`src/multi_threshold_idle_notifier_defines.svh`:
```
// ----------------------------------------------------------------------------
// Assertion macros for the multi-threshold idle notifier
// Shared property wrappers clocked on clk_i and disabled during reset.
// ----------------------------------------------------------------------------
`ifndef MULTI_THRESHOLD_IDLE_NOTIFIER_DEFINES_SVH
`define MULTI_THRESHOLD_IDLE_NOTIFIER_DEFINES_SVH

// Same-cycle implication.
`define MTIN_ASSERT_IMP(lbl, ante, cons, msg) \
  lbl: assert property (@(posedge clk_i) disable iff (!rst_ni) (ante) |-> (cons)) \
    else $error(msg);

// Next-cycle implication.
`define MTIN_ASSERT_NXT(lbl, ante, cons, msg) \
  lbl: assert property (@(posedge clk_i) disable iff (!rst_ni) (ante) |=> (cons)) \
    else $error(msg);

`endif

```
`src/mtin_pkg.sv`:
```
`timescale 1ns / 1ps
// ----------------------------------------------------------------------------
// Multi-threshold idle notifier package
// Sizes, codes, transaction types and controller interface structs.
// ----------------------------------------------------------------------------
package mtin_pkg;

  localparam int TABLE_DEPTH   = 16;
  localparam int MS_PER_SECOND = 1000;

  localparam int ID_W      = 8;
  localparam int THR_W     = 24;
  localparam int AMT_W     = 32;
  localparam int IDLE_MS_W = 40;
  localparam int SWITCH_W  = 25;

  localparam int IDX_W = $clog2(TABLE_DEPTH);
  localparam int CNT_W = $clog2(TABLE_DEPTH + 1);

  localparam int DIV_STEP   = 4;
  localparam int DIV_ITERS  = IDLE_MS_W / DIV_STEP;
  localparam int DIV_CNT_W  = $clog2(DIV_ITERS + 1);
  localparam int REM_W      = $clog2(MS_PER_SECOND) + 2;

  localparam logic [SWITCH_W-1:0] NONE_PENDING = '1;

  typedef enum logic [1:0] {
    KIND_ADD      = 2'd0,
    KIND_REMOVE   = 2'd1,
    KIND_ACTIVITY = 2'd2,
    KIND_TICK     = 2'd3
  } mtin_kind_e;

  typedef enum logic [1:0] {
    EV_STATUS = 2'd0,
    EV_IDLE   = 2'd1,
    EV_ACTIVE = 2'd2
  } mtin_event_e;

  typedef enum logic [1:0] {
    STS_OK        = 2'd0,
    STS_NOT_FOUND = 2'd1,
    STS_FULL      = 2'd2,
    STS_BAD_ARG   = 2'd3
  } mtin_status_e;

  typedef struct packed {
    mtin_kind_e       kind;
    logic [ID_W-1:0]  watcher_id;
    logic [THR_W-1:0] threshold_s;
    logic [AMT_W-1:0] amount_ms;
  } mtin_in_t;

  typedef struct packed {
    logic [ID_W-1:0]  watcher_id_out;
    mtin_event_e      event_res;
    logic [AMT_W-1:0] reported_s;
    mtin_status_e     status;
    logic             last;
  } mtin_res_t;

  typedef struct packed {
    logic [ID_W-1:0]  id;
    logic [THR_W-1:0] thr;
    logic             idle;
  } mtin_entry_t;

  typedef struct packed {
    logic load;
    logic add;
    logic rm_step;
    logic rm_done;
    logic div_start;
    logic scan_init;
    logic scan_step;
    logic emit;
  } mtin_cmd_t;

  typedef struct packed {
    logic any_idle;
    logic is_tick;
    logic req_bad;
    logic found;
    logic scan_done;
    logic div_busy;
    logic tick_due;
    logic match_none;
    logic match_one;
  } mtin_sts_t;

endpackage

```
`src/mtin_div.sv`:
```
`timescale 1ns / 1ps
// ----------------------------------------------------------------------------
// Constant divisor divider
// Restoring division of the idle time by the milliseconds per second,
// several quotient bits per cycle.
// ----------------------------------------------------------------------------
module mtin_div
  import mtin_pkg::*;
(
  input  logic                 clk_i,
  input  logic                 rst_ni,
  input  logic                 start_i,
  input  logic [IDLE_MS_W-1:0] dividend_i,
  output logic                 busy_o,
  output logic [IDLE_MS_W-1:0] quotient_o
);

  logic [IDLE_MS_W-1:0] quo_q, quo_d;
  logic [REM_W-1:0]     rem_q, rem_d;
  logic [DIV_CNT_W-1:0] cnt_q;
  logic                 busy_q;

  always_comb begin
    rem_d = rem_q;
    quo_d = quo_q;
    for (int s = 0; s < DIV_STEP; s++) begin
      rem_d = {rem_d[REM_W-2:0], quo_d[IDLE_MS_W-1]};
      quo_d = {quo_d[IDLE_MS_W-2:0], 1'b0};
      if (rem_d >= REM_W'(MS_PER_SECOND)) begin
        rem_d    = rem_d - REM_W'(MS_PER_SECOND);
        quo_d[0] = 1'b1;
      end
    end
  end

  always_ff @(posedge clk_i or negedge rst_ni) begin
    if (!rst_ni) begin
      cnt_q  <= '0;
      busy_q <= 1'b0;
    end else if (start_i) begin
      cnt_q  <= DIV_CNT_W'(DIV_ITERS);
      busy_q <= 1'b1;
    end else if (busy_q) begin
      cnt_q  <= cnt_q - DIV_CNT_W'(1);
      busy_q <= (cnt_q != DIV_CNT_W'(1));
    end
  end

  always_ff @(posedge clk_i) begin
    if (start_i) begin
      quo_q <= dividend_i;
      rem_q <= '0;
    end else if (busy_q) begin
      quo_q <= quo_d;
      rem_q <= rem_d;
    end
  end

  assign busy_o     = busy_q;
  assign quotient_o = quo_q;

endmodule

```
`src/mtin_datapath.sv`:
```
`timescale 1ns / 1ps
// ----------------------------------------------------------------------------
// Idle notifier datapath
// Watcher table, idle time, pending switch point, match vector, divider and
// result register, driven by commands from the controller.
// ----------------------------------------------------------------------------
module mtin_datapath
  import mtin_pkg::*;
(
  input  logic      clk_i,
  input  logic      rst_ni,
  input  mtin_in_t  in_i,
  input  mtin_cmd_t cmd_i,
  output mtin_sts_t sts_o,
  output logic      res_valid_o,
  output mtin_res_t res_o
);

  mtin_in_t             req_q;
  mtin_entry_t          table_q [TABLE_DEPTH];
  logic [CNT_W-1:0]     cnt_q;
  logic [IDLE_MS_W-1:0] idle_ms_q;
  logic                 any_idle_q;
  logic [SWITCH_W-1:0]  nss_q;
  logic [TABLE_DEPTH-1:0] match_q;
  logic [CNT_W-1:0]     scan_k_q;
  logic                 found_q;
  logic                 res_valid_q;
  mtin_res_t            res_q, res_d;

  logic [IDLE_MS_W:0]   idle_sum;
  logic [IDLE_MS_W-1:0] div_dividend;
  logic                 div_busy;
  logic [IDLE_MS_W-1:0] secs;
  logic [AMT_W-1:0]     secs_sat;
  logic [IDX_W-1:0]     hi_idx;
  logic [IDX_W-1:0]     scan_idx;
  logic [IDX_W-1:0]     rd_idx;
  mtin_entry_t          rd_entry;
  logic                 is_tick;
  logic                 req_bad;
  logic                 entry_due;
  logic                 rm_hit;
  mtin_status_e         add_status;
  mtin_status_e         rm_status;

  assign is_tick  = (req_q.kind == KIND_TICK);
  assign req_bad  = (req_q.watcher_id == '0) || (req_q.threshold_s == '0);
  assign scan_idx = scan_k_q[IDX_W-1:0];
  assign rd_idx   = cmd_i.emit ? hi_idx : scan_idx;
  assign rd_entry = table_q[rd_idx];

  assign entry_due = (IDLE_MS_W'(rd_entry.thr) <= secs);
  assign rm_hit    = (rd_entry.id == req_q.watcher_id) && (rd_entry.thr == req_q.threshold_s);

  assign idle_sum     = {1'b0, idle_ms_q} + (IDLE_MS_W + 1)'(in_i.amount_ms);
  assign div_dividend = is_tick ? idle_ms_q : IDLE_MS_W'(req_q.amount_ms);
  assign secs_sat     = (|secs[IDLE_MS_W-1:AMT_W]) ? '1 : secs[AMT_W-1:0];

  always_comb begin
    hi_idx = '0;
    for (int i = 0; i < TABLE_DEPTH; i++) begin
      if (match_q[i]) begin
        hi_idx = IDX_W'(i);
      end
    end
  end

  always_comb begin
    if (req_bad) begin
      add_status = STS_BAD_ARG;
    end else if (cnt_q == CNT_W'(TABLE_DEPTH)) begin
      add_status = STS_FULL;
    end else begin
      add_status = STS_OK;
    end
    if (req_bad) begin
      rm_status = STS_BAD_ARG;
    end else if (found_q) begin
      rm_status = STS_OK;
    end else begin
      rm_status = STS_NOT_FOUND;
    end
  end

  always_comb begin
    res_d                = res_q;
    res_d.watcher_id_out = req_q.watcher_id;
    res_d.event_res      = EV_STATUS;
    res_d.reported_s     = '0;
    res_d.last           = 1'b1;
    if (cmd_i.add) begin
      res_d.status = add_status;
    end else if (cmd_i.rm_done) begin
      res_d.status = rm_status;
    end else begin
      res_d.watcher_id_out = rd_entry.id;
      res_d.event_res      = is_tick ? EV_IDLE : EV_ACTIVE;
      res_d.reported_s     = secs_sat;
      res_d.status         = STS_OK;
      res_d.last           = sts_o.match_one;
    end
  end

  mtin_div u_div (
    .clk_i      (clk_i),
    .rst_ni     (rst_ni),
    .start_i    (cmd_i.div_start),
    .dividend_i (div_dividend),
    .busy_o     (div_busy),
    .quotient_o (secs)
  );

  always_ff @(posedge clk_i or negedge rst_ni) begin
    if (!rst_ni) begin
      cnt_q       <= '0;
      idle_ms_q   <= '0;
      any_idle_q  <= 1'b0;
      nss_q       <= NONE_PENDING;
      match_q     <= '0;
      scan_k_q    <= '0;
      found_q     <= 1'b0;
      res_valid_q <= 1'b0;
    end else begin
      res_valid_q <= cmd_i.add | cmd_i.rm_done | cmd_i.emit;
      if (cmd_i.load) begin
        scan_k_q <= '0;
        found_q  <= 1'b0;
        if (in_i.kind == KIND_TICK) begin
          idle_ms_q <= idle_sum[IDLE_MS_W] ? '1 : idle_sum[IDLE_MS_W-1:0];
        end else if (in_i.kind == KIND_ACTIVITY) begin
          idle_ms_q <= IDLE_MS_W'(in_i.amount_ms);
        end
      end
      if (cmd_i.add && (add_status == STS_OK)) begin
        cnt_q <= cnt_q + CNT_W'(1);
        if ({1'b0, req_q.threshold_s} < nss_q) begin
          nss_q <= {1'b0, req_q.threshold_s};
        end
      end
      if (cmd_i.rm_step) begin
        if (rm_hit) begin
          found_q <= 1'b1;
          cnt_q   <= cnt_q - CNT_W'(1);
        end else begin
          scan_k_q <= scan_k_q + CNT_W'(1);
        end
      end
      if (cmd_i.scan_init) begin
        nss_q    <= NONE_PENDING;
        match_q  <= '0;
        scan_k_q <= '0;
        if (!is_tick) begin
          any_idle_q <= 1'b0;
        end
      end
      if (cmd_i.scan_step) begin
        scan_k_q <= scan_k_q + CNT_W'(1);
        if (is_tick) begin
          if (!rd_entry.idle) begin
            if (entry_due) begin
              match_q[scan_idx] <= 1'b1;
              any_idle_q        <= 1'b1;
            end else if ({1'b0, rd_entry.thr} < nss_q) begin
              nss_q <= {1'b0, rd_entry.thr};
            end
          end
        end else begin
          if (rd_entry.idle) begin
            match_q[scan_idx] <= 1'b1;
          end
          if ({1'b0, rd_entry.thr} < nss_q) begin
            nss_q <= {1'b0, rd_entry.thr};
          end
        end
      end
      if (cmd_i.emit) begin
        match_q[hi_idx] <= 1'b0;
      end
    end
  end

  always_ff @(posedge clk_i) begin
    if (cmd_i.load) begin
      req_q <= in_i;
    end
    if (cmd_i.add | cmd_i.rm_done | cmd_i.emit) begin
      res_q <= res_d;
    end
    if (cmd_i.add && (add_status == STS_OK)) begin
      table_q[cnt_q[IDX_W-1:0]] <= '{id: req_q.watcher_id, thr: req_q.threshold_s, idle: 1'b0};
    end
    if (cmd_i.rm_step && rm_hit) begin
      for (int j = 0; j < TABLE_DEPTH - 1; j++) begin
        if (CNT_W'(j) >= scan_k_q) begin
          table_q[j] <= table_q[j+1];
        end
      end
    end
    if (cmd_i.scan_step) begin
      if (is_tick) begin
        if (!rd_entry.idle && entry_due) begin
          table_q[scan_idx].idle <= 1'b1;
        end
      end else begin
        table_q[scan_idx].idle <= 1'b0;
      end
    end
  end

  assign sts_o.any_idle   = any_idle_q;
  assign sts_o.is_tick    = is_tick;
  assign sts_o.req_bad    = req_bad;
  assign sts_o.found      = found_q;
  assign sts_o.scan_done  = (scan_k_q == cnt_q);
  assign sts_o.div_busy   = div_busy;
  assign sts_o.tick_due   = (nss_q != NONE_PENDING) && (IDLE_MS_W'(nss_q) <= secs);
  assign sts_o.match_none = (match_q == '0);
  assign sts_o.match_one  = ((match_q & (match_q - TABLE_DEPTH'(1))) == '0);

  assign res_valid_o = res_valid_q;
  assign res_o       = res_q;

endmodule

```
`src/mtin_ctrl.sv`:
```
`timescale 1ns / 1ps
// ----------------------------------------------------------------------------
// Idle notifier controller
// State machine that sequences add, remove, division, table scan and
// notification output through datapath commands.
// ----------------------------------------------------------------------------
module mtin_ctrl
  import mtin_pkg::*;
(
  input  logic       clk_i,
  input  logic       rst_ni,
  input  logic       start_i,
  input  mtin_kind_e kind_i,
  input  mtin_sts_t  sts_i,
  output mtin_cmd_t  cmd_o,
  output logic       busy_o
);

  typedef enum logic [2:0] {
    S_IDLE,
    S_ADD,
    S_RM,
    S_DIV_GO,
    S_DIV_WAIT,
    S_SCAN,
    S_EMIT
  } state_e;

  state_e state_q, state_d;
  logic   busy_q;
  logic   accept;

  assign accept = start_i && !busy_q;

  always_comb begin
    state_d = state_q;
    cmd_o   = '0;
    unique case (state_q)
      S_IDLE: begin
        if (accept) begin
          cmd_o.load = 1'b1;
          unique case (kind_i)
            KIND_ADD:      state_d = S_ADD;
            KIND_REMOVE:   state_d = S_RM;
            KIND_ACTIVITY: state_d = sts_i.any_idle ? S_DIV_GO : S_IDLE;
            KIND_TICK:     state_d = S_DIV_GO;
            default:       state_d = S_IDLE;
          endcase
        end
      end
      S_ADD: begin
        cmd_o.add = 1'b1;
        state_d   = S_IDLE;
      end
      S_RM: begin
        if (sts_i.req_bad || sts_i.found || sts_i.scan_done) begin
          cmd_o.rm_done = 1'b1;
          state_d       = S_IDLE;
        end else begin
          cmd_o.rm_step = 1'b1;
        end
      end
      S_DIV_GO: begin
        cmd_o.div_start = 1'b1;
        state_d         = S_DIV_WAIT;
      end
      S_DIV_WAIT: begin
        if (!sts_i.div_busy) begin
          if (sts_i.is_tick && !sts_i.tick_due) begin
            state_d = S_IDLE;
          end else begin
            cmd_o.scan_init = 1'b1;
            state_d         = S_SCAN;
          end
        end
      end
      S_SCAN: begin
        if (sts_i.scan_done) begin
          state_d = S_EMIT;
        end else begin
          cmd_o.scan_step = 1'b1;
        end
      end
      S_EMIT: begin
        if (sts_i.match_none) begin
          state_d = S_IDLE;
        end else begin
          cmd_o.emit = 1'b1;
          if (sts_i.match_one) begin
            state_d = S_IDLE;
          end
        end
      end
      default: state_d = S_IDLE;
    endcase
  end

  always_ff @(posedge clk_i or negedge rst_ni) begin
    if (!rst_ni) begin
      state_q <= S_IDLE;
      busy_q  <= 1'b0;
    end else begin
      state_q <= state_d;
      busy_q  <= (state_d != S_IDLE);
    end
  end

  assign busy_o = busy_q;

endmodule

```
`src/multi_threshold_idle_notifier.sv`:
```
`timescale 1ns / 1ps
// ----------------------------------------------------------------------------
// Multi-threshold idle notifier
// Watcher table with idle thresholds, a saturating idle timer and ordered
// idle and active notifications.
// ----------------------------------------------------------------------------
// A transaction is taken on a rising edge with start high and busy low; the
// fields arrive in in_i. Each result is presented on res_o for one cycle with
// res_valid_o high, and the receiver must take it then; it cannot stall.
// Add gives its status result. Remove searches the table entry by entry
// before it gives its status result. A tick or an activity that has work to
// do divides the idle time by the milliseconds per second at four quotient
// bits per cycle, then scans the table at one entry per cycle, then sends
// one notification per cycle in descending table order. A tick that reaches
// no threshold and an activity with no idle watcher end after the divider or
// at once, with no result. The division and the single table read port set
// this pace. One transaction is in work at a time. Reset empties the table,
// clears the idle time and idle state and leaves no switch pending; table
// contents are not cleared.
// ----------------------------------------------------------------------------
`include "multi_threshold_idle_notifier_defines.svh"

module multi_threshold_idle_notifier
  import mtin_pkg::*;
(
  input  logic      clk_i,
  input  logic      rst_ni,
  input  logic      start,
  output logic      busy,
  input  mtin_in_t  in_i,
  output logic      res_valid_o,
  output mtin_res_t res_o
);

  mtin_cmd_t cmd;
  mtin_sts_t sts;

  mtin_ctrl u_ctrl (
    .clk_i   (clk_i),
    .rst_ni  (rst_ni),
    .start_i (start),
    .kind_i  (in_i.kind),
    .sts_i   (sts),
    .cmd_o   (cmd),
    .busy_o  (busy)
  );

  mtin_datapath u_datapath (
    .clk_i       (clk_i),
    .rst_ni      (rst_ni),
    .in_i        (in_i),
    .cmd_i       (cmd),
    .sts_o       (sts),
    .res_valid_o (res_valid_o),
    .res_o       (res_o)
  );

  `MTIN_ASSERT_NXT(a_add_goes_busy, start && !busy && (in_i.kind == KIND_ADD), busy, "add transaction did not start work")
  `MTIN_ASSERT_IMP(a_status_single, res_valid_o && (res_o.event_res == EV_STATUS), res_o.last && (res_o.reported_s == '0), "status result malformed")
  `MTIN_ASSERT_IMP(a_result_from_work, res_valid_o, $past(busy), "result without a transaction in work")
  `MTIN_ASSERT_IMP(a_emit_has_match, cmd.emit, !sts.match_none, "notification with no pending match")

endmodule

```
`config.mk`:
```
export PLATFORM = sky130hd
export DESIGN_NAME = multi_threshold_idle_notifier
export DESIGN_NICKNAME = d
export VERILOG_FILES = /design/src/mtin_pkg.sv /design/src/mtin_div.sv /design/src/mtin_datapath.sv /design/src/mtin_ctrl.sv /design/src/multi_threshold_idle_notifier.sv
export VERILOG_INCLUDE_DIRS = /design/src /design/src/src
export SDC_FILE = /design/constraint.sdc
export NUM_CORES = 2
export LEC_CHECK = 0
export ABC_CLOCK_PERIOD_IN_PS = 11200
export BUFFER_PORTS_ARGS = -buffer_cell sky130_fd_sc_hd__buf_2
export CELL_PAD_IN_SITES_DETAIL_PLACEMENT = 2
export CELL_PAD_IN_SITES_GLOBAL_PLACEMENT = 2
export CORE_MARGIN = 5
export CORE_UTILIZATION = 44
export DETAILED_ROUTE_END_ITERATION = 8
export PLACE_DENSITY = 0.82
export SYNTH_ARGS = -nofsm -noshare
export SYNTH_HDL_FRONTEND = slang
export SYNTH_HIERARCHICAL = 1
export SYNTH_SLANG_ARGS = --single-unit
```
`constraint.sdc`:
```
create_clock -name clk_i -period 11.2 [get_ports clk_i]
set_clock_uncertainty 0.2 [all_clocks]
set_input_delay 0 -clock clk_i [delete_from_list [all_inputs] [get_ports clk_i]]
set_output_delay 0 -clock clk_i [all_outputs]
set_load 0.05 [all_outputs]
```
Yosys cells after proc, flatten, opt, wreduce, memory -nomap -nowiden
Memories as Yosys holds them, arrays and structs flattened. Cells that the tools add are included.

Memories: 1. Input bits: 69. Logic and storage cells: 279. RAM bits: 528. Flip-flop bits (word level): 265. Output and inout port bits: 47.

Reductions and logical operators: 30. Add/sub/neg operators: 10. Bitwise logic cells: 7. Eq/ne operators: 16. $lt $le $gt $ge: 27. Mux-type cells: 165.

Memories: u_datapath.table_q (depth 16, width 33, rd ports 16, clocked after Yosys merged registers in 0, wr ports 15, line mtin_datapath.sv:20) `mtin_entry_t table_q [TABLE_DEPTH];`.

Operators with widths (number): 40-bit 2-to-1 mux (6); 25-bit 2-to-1 mux (8); 16-bit 2-to-1 mux (7); 1-bit 2-to-1 mux (88); 42-bit 2-to-1 mux (2); 4-bit 2-to-1 mux (19); 33-bit 2-to-1 mux (2); 33-bit OR reduction (2); 24-bit by 25-bit less-than comparator with 1-bit output (2); 12-bit by 10-bit greater-or-equal comparator with 1-bit output, second input constant (4); 11-bit 2-to-1 mux (4); 11-bit by 10-bit subtractor with 11-bit output, second input constant (4); 40-bit by 32-bit adder with 41-bit output (1); 24-bit by 40-bit less-or-equal comparator with 1-bit output (1); 25-bit by 40-bit less-or-equal comparator with 1-bit output (1); 5-bit 2-to-1 mux (8); 4-bit by 5-bit greater-or-equal comparator with 1-bit output, first input constant (7); 16-bit bitwise AND (2); 16-bit zero test (2); 32-bit 2-to-1 mux (1); 25-bit inequality test, second input constant (1); 24-bit equality test (1); 24-bit zero test (1); 3-bit 2-to-1 mux (7); other kinds (36) (74).

Depth between registers and ports, before layout
An unclocked memory read counts as a cell.

Depth in word-level cells: 26. Mapped depth: 33. Mapped depth without buffers: 26.

Modules after synthesis
Netlist, hierarchy kept.

Modules (own cells, without submodules): mtin_datapath (instances 1, seq. area each 21571.9 um2, cells an instance 4138, area each 45994.1 um2); mtin_div (instances 1, seq. area each 1546.5 um2, cells an instance 314, area each 3469.6 um2); mtin_ctrl (instances 1, seq. area each 100.1 um2, cells an instance 33, area each 317.8 um2).

Worst setup path after synthesis
Ideal clock, no wire load.

Path kind: reg-to-reg. From: register u_ctrl.busy_q, in the netlist u_ctrl/busy_o. To: register u_datapath.idle_ms_q[33]. Buffers on the path: 1. Period minus slack after synthesis: 8.971 ns. Data arrival time: 8.672 ns. Setup slack: 2.229 ns. Stages on the path, launching flop included: 8. Setup time: 0.099 ns. Data required time: 10.901 ns. Path through: dfrtp_1 nand2b_1 nor4_1 nand2_1 clkbuf_1 nor2_1 a21oi_1 a311oi_1.

RTL lines: from (decl) (line mtin_ctrl.sv:30) `logic busy_q;`; from (signal assigned) (line mtin_ctrl.sv:104) `busy_q <= (state_d != S_IDLE);`; to (signal assigned) (line mtin_datapath.sv:130) `idle_ms_q <= idle_sum[IDLE_MS_W] ? '1 : idle_sum[IDLE_MS_W-1:0];`; to (signal assigned) (line mtin_datapath.sv:132) `idle_ms_q <= IDLE_MS_W'(in_i.amount_ms);`; to (decl) (line mtin_datapath.sv:22) `logic [IDLE_MS_W-1:0] idle_ms_q;`.

==> qor.csv <==
stage,metric,value,unit
global_route,first-pass GRT wire length,347000,um
timing,Worst-Margin Slew,1440,ps
setup_path,crit path DAT,10550,ps
global_route,gr usage total,0.385,
detailed_routing,WL final,241000,um
detailed_routing,DRC,0,
setup_path,CP top delay family,compound AO/OA/AOI/OAI gates,
timing,Worst slew margin,0.0408,
outcome,status,completed,
setup_path,cell mode on critical path,a21o_1,
setup_path,WP buf/inv,3,
synthesis,sequential-to-total area share from yosys stat,0.466,
detailed_routing,DRT iter0 DRCs,5324,
synthesis,most common library cells after synthesis,"edfxtp_1 (679), mux2_2 (330), nand2_1 (287)",
synthesis,Cell variety after synth,124,
setup_path,CP endpoint kind,flip-flop,
layout,Layout area overhead,13.4,%
setup_path,"slowest stage cell, crit path",nor2b_1,
detailed_routing,Vias,45500,
floorplanning,total die area,120000,sq um
synthesis,"EDFF count, synth",679,
clocking,post-CTS setup buffer count,0,
timing,Fmax,0.0987,GHz
layout,share of cells above drive strength 1,0.194,
clocking,CTS Buffer Depth,3,
floorplanning,Die X,346,um
timing,Tcrit/Tclk final,0.904,
synthesis,Synth area leader,edfxtp_1,
floorplanning,I/O Pins,116,
clocking,CTS Sinks,793,
synthesis,Most used DFF post-synth,edfxtp_1,
detailed_routing,Final ANT Viol Nets,0,
setup_path,max incr delay on CP,820,ps
synthesis,Syn Nets,4693,
clocking,CTS buffer count,94,
timing,final hold violations,0,
clocking,CTS tree,yes,
timing,Final WS setup,1070,ps
timing,Setup TNS Final,0,ps
detailed_routing,drt first pass iters,6,
synthesis,Post-Synthesis Cells,4485,
global_route,largest net degree at the start of global routing,124,
worst_hold_path,HP Class,input pin to flip-flop,
clocking,"Reg clk slew, reported paths",70,ps
setup_path,CP Class,flip-flop to flip-flop,
timing,Final Slew Violations,0,
placement,dpl ws,1710,ps
setup_path,WP data required,11620,ps
pwr,leakage,20.3,nW
clocking,Root Buffer,clkbuf_16,
global_route,antenna violations before repair,9,
placement,port buffer count,115,
synthesis,post-synthesis cell area,49800,sq um
timing,final setup fails,0,
floorplanning,DIE HEIGHT,346,um
pwr,VDD IR-drop max,218,uV
clocking,worst skew pair latency,710,ps
placement,gpl congestion,0.905,
floorplanning,FP Rows,123,
run,maxcap violations,0,
pwr,pwr dens,255,nW/um^2
detailed_routing,wire per inst,39.0,um
timing,Final Critical Period,10130,ps
synthesis,Yosys warning count,6,
synthesis,Synth top area share,0.410,
setup_path,CP Launch Type,flip-flop,
detailed_routing,vias per cell,7.35,
global_route,vias in the first global route,49000,
placement,hpwl dp,144000,um
synthesis,Synth Register Bits,793,
timing,RSZ-0062 raised after global routing,false,
synthesis,syn avg cell area,11.1,sq um
synthesis,ys async rst share,0.130,
setup_path,"Max FO, Critical Path",61,
synthesis,most frequent cell after synthesis,edfxtp_1,
global_route,GRT overflow,0,
layout,fin nets,4807,
synthesis,synth top area cells,"edfxtp_1 (41%), mux2_2 (7.5%), mux2_1 (5.2%)",
floorplanning,Initial Util,0.443,
floorplanning,core area,112000,sq um
clocking,# H-tree levels,3,
-- area by class of cell --
cell class | count | area (sq um)
sequential | 793 | 23200
timing repair buffer | 417 | 3270
multi-input combinational | 3176 | 24600
clock buffer | 116 | 2450
inverter | 117 | 442
clock inverter | 58 | 537
tap | 1500 | 1880
fill | 11000 | 56000
antenna | 11 | 27.5
-- worst register-to-register path: cells and delay by family, from the launching register on --
kind | cells | cell delay [ps]
AO/OA/AOI/OAI | 14 | 3640
AND/OR/NAND/NOR | 9 | 3430
buffers and inverters | 3 | 1170
flip-flops | 1 | 780
multiplexers | 1 | 480
adder cells (fa/ha/maj) | 1 | 340
-- layout by cell type, fill, tap and decap left out, types with 67 or more instances in the layout --
cell type      netlist  layout
edfxtp_1           679     679
mux2_2             330     330
nand2_1            287     271
a21oi_1            259     257
mux2_1             229     229
nor2_1             166     163
buf_4               24     158
o21ai_0            158     156
dlygate4sd3_1        0     138
ha_1               138     138
a221oi_1           129     129
a211oi_1           128     127
buf_2               98     114
inv_1              112     111
mux2i_1            102     102
nand3_1             98      98
a22oi_1             96      96
clkbuf_16            0      94
nor2b_1             79      78
dfrtp_1             78      76
a31oi_1             73      70
o22ai_1             67      67
-- sequential cells by signal, summed over array words and instances, names as in the netlist, 5 cells and up --
register	cells
u_datapath/cnt_q	5
u_datapath/idle_ms_q	40
u_datapath/u_div/rem_q	11
u_datapath/req_q	66
u_datapath/nss_q	25
u_datapath/res_o	45
u_datapath/scan_k_q	5
u_datapath/table_q	528
u_datapath/u_div/quotient_o	40
u_datapath/match_q	16
-- per-layer routing --
layer  track usage  share of wire  up-vias
met5             0              0        -
met4         0.271          0.086        0
met3        0.0904          0.099     1084
met2         0.630           0.46     3244
met1         0.446           0.35    23300
li1              -              -    17800
-- what timing repair did --
action / 4_1_cts / 5_1_grt
hold buffers: 139 / 0
gates resized for setup: 0 / 0
endpoints found under the hold margin: 209 / 0
-- per-stage QoR --
step           hold slack (ps)  std cells  utilization  power (mW)  cell area (sq um)
2_1_floorplan             -496       4485            -        8.23              49800
3_3_place_gp              -191       5862        0.462        10.2              52000
3_5_place_dp              -189       5863        0.462        10.6              52000
4_1_cts                   3.85       6176        0.501        13.9              56400
5_1_grt                   36.9       6177        0.502        14.8              56400
6_report                  18.3       6188        0.502        14.4              56500
-- final timing paths --
| check | startpoint | to | slack [ps] | cells past startpoint |
|---|---|---|---|---|
| setup / recovery | u_datapath/match_q[15] | u_datapath/match_q[15] | 1070 | 28 |
| hold / removal | in_i[3] | u_datapath/idle_ms_q[3] | 20 | 4 |
| setup reg to reg | u_datapath/match_q[15] | u_datapath/match_q[15] | 1070 | 28 |
| hold reg to reg | u_datapath/idle_ms_q[12] | u_datapath/idle_ms_q[12] | 340 | 2 |
| max in group asynchronous | rst_ni | u_datapath/match_q[15] | 9490 | 4 |
| min in group asynchronous | rst_ni | u_datapath/idle_ms_q[1] | 150 | 4 |
-- report_power, final --
part	internal, mW	switching [mW]	leakage (nW)
Clock	1.75	1.41	1.46
Combinational	2.28	4.64	11.4
Sequential	3.84	0.490	7.51
Total	7.87	6.54	20.3
-- cells by family after synthesis --
kind of cell,after synthesis,synth area share
AND/OR/NAND/NOR,954,0.0993
AO/OA/AOI/OAI,1339,0.191
XOR/XNOR,70,0.0123
adder cells (fa/ha/maj),141,0.0355
buffers and inverters,516,0.0446
flip-flops,793,0.466
multiplexers,672,0.151
Power figures use the tool's default switching activity.
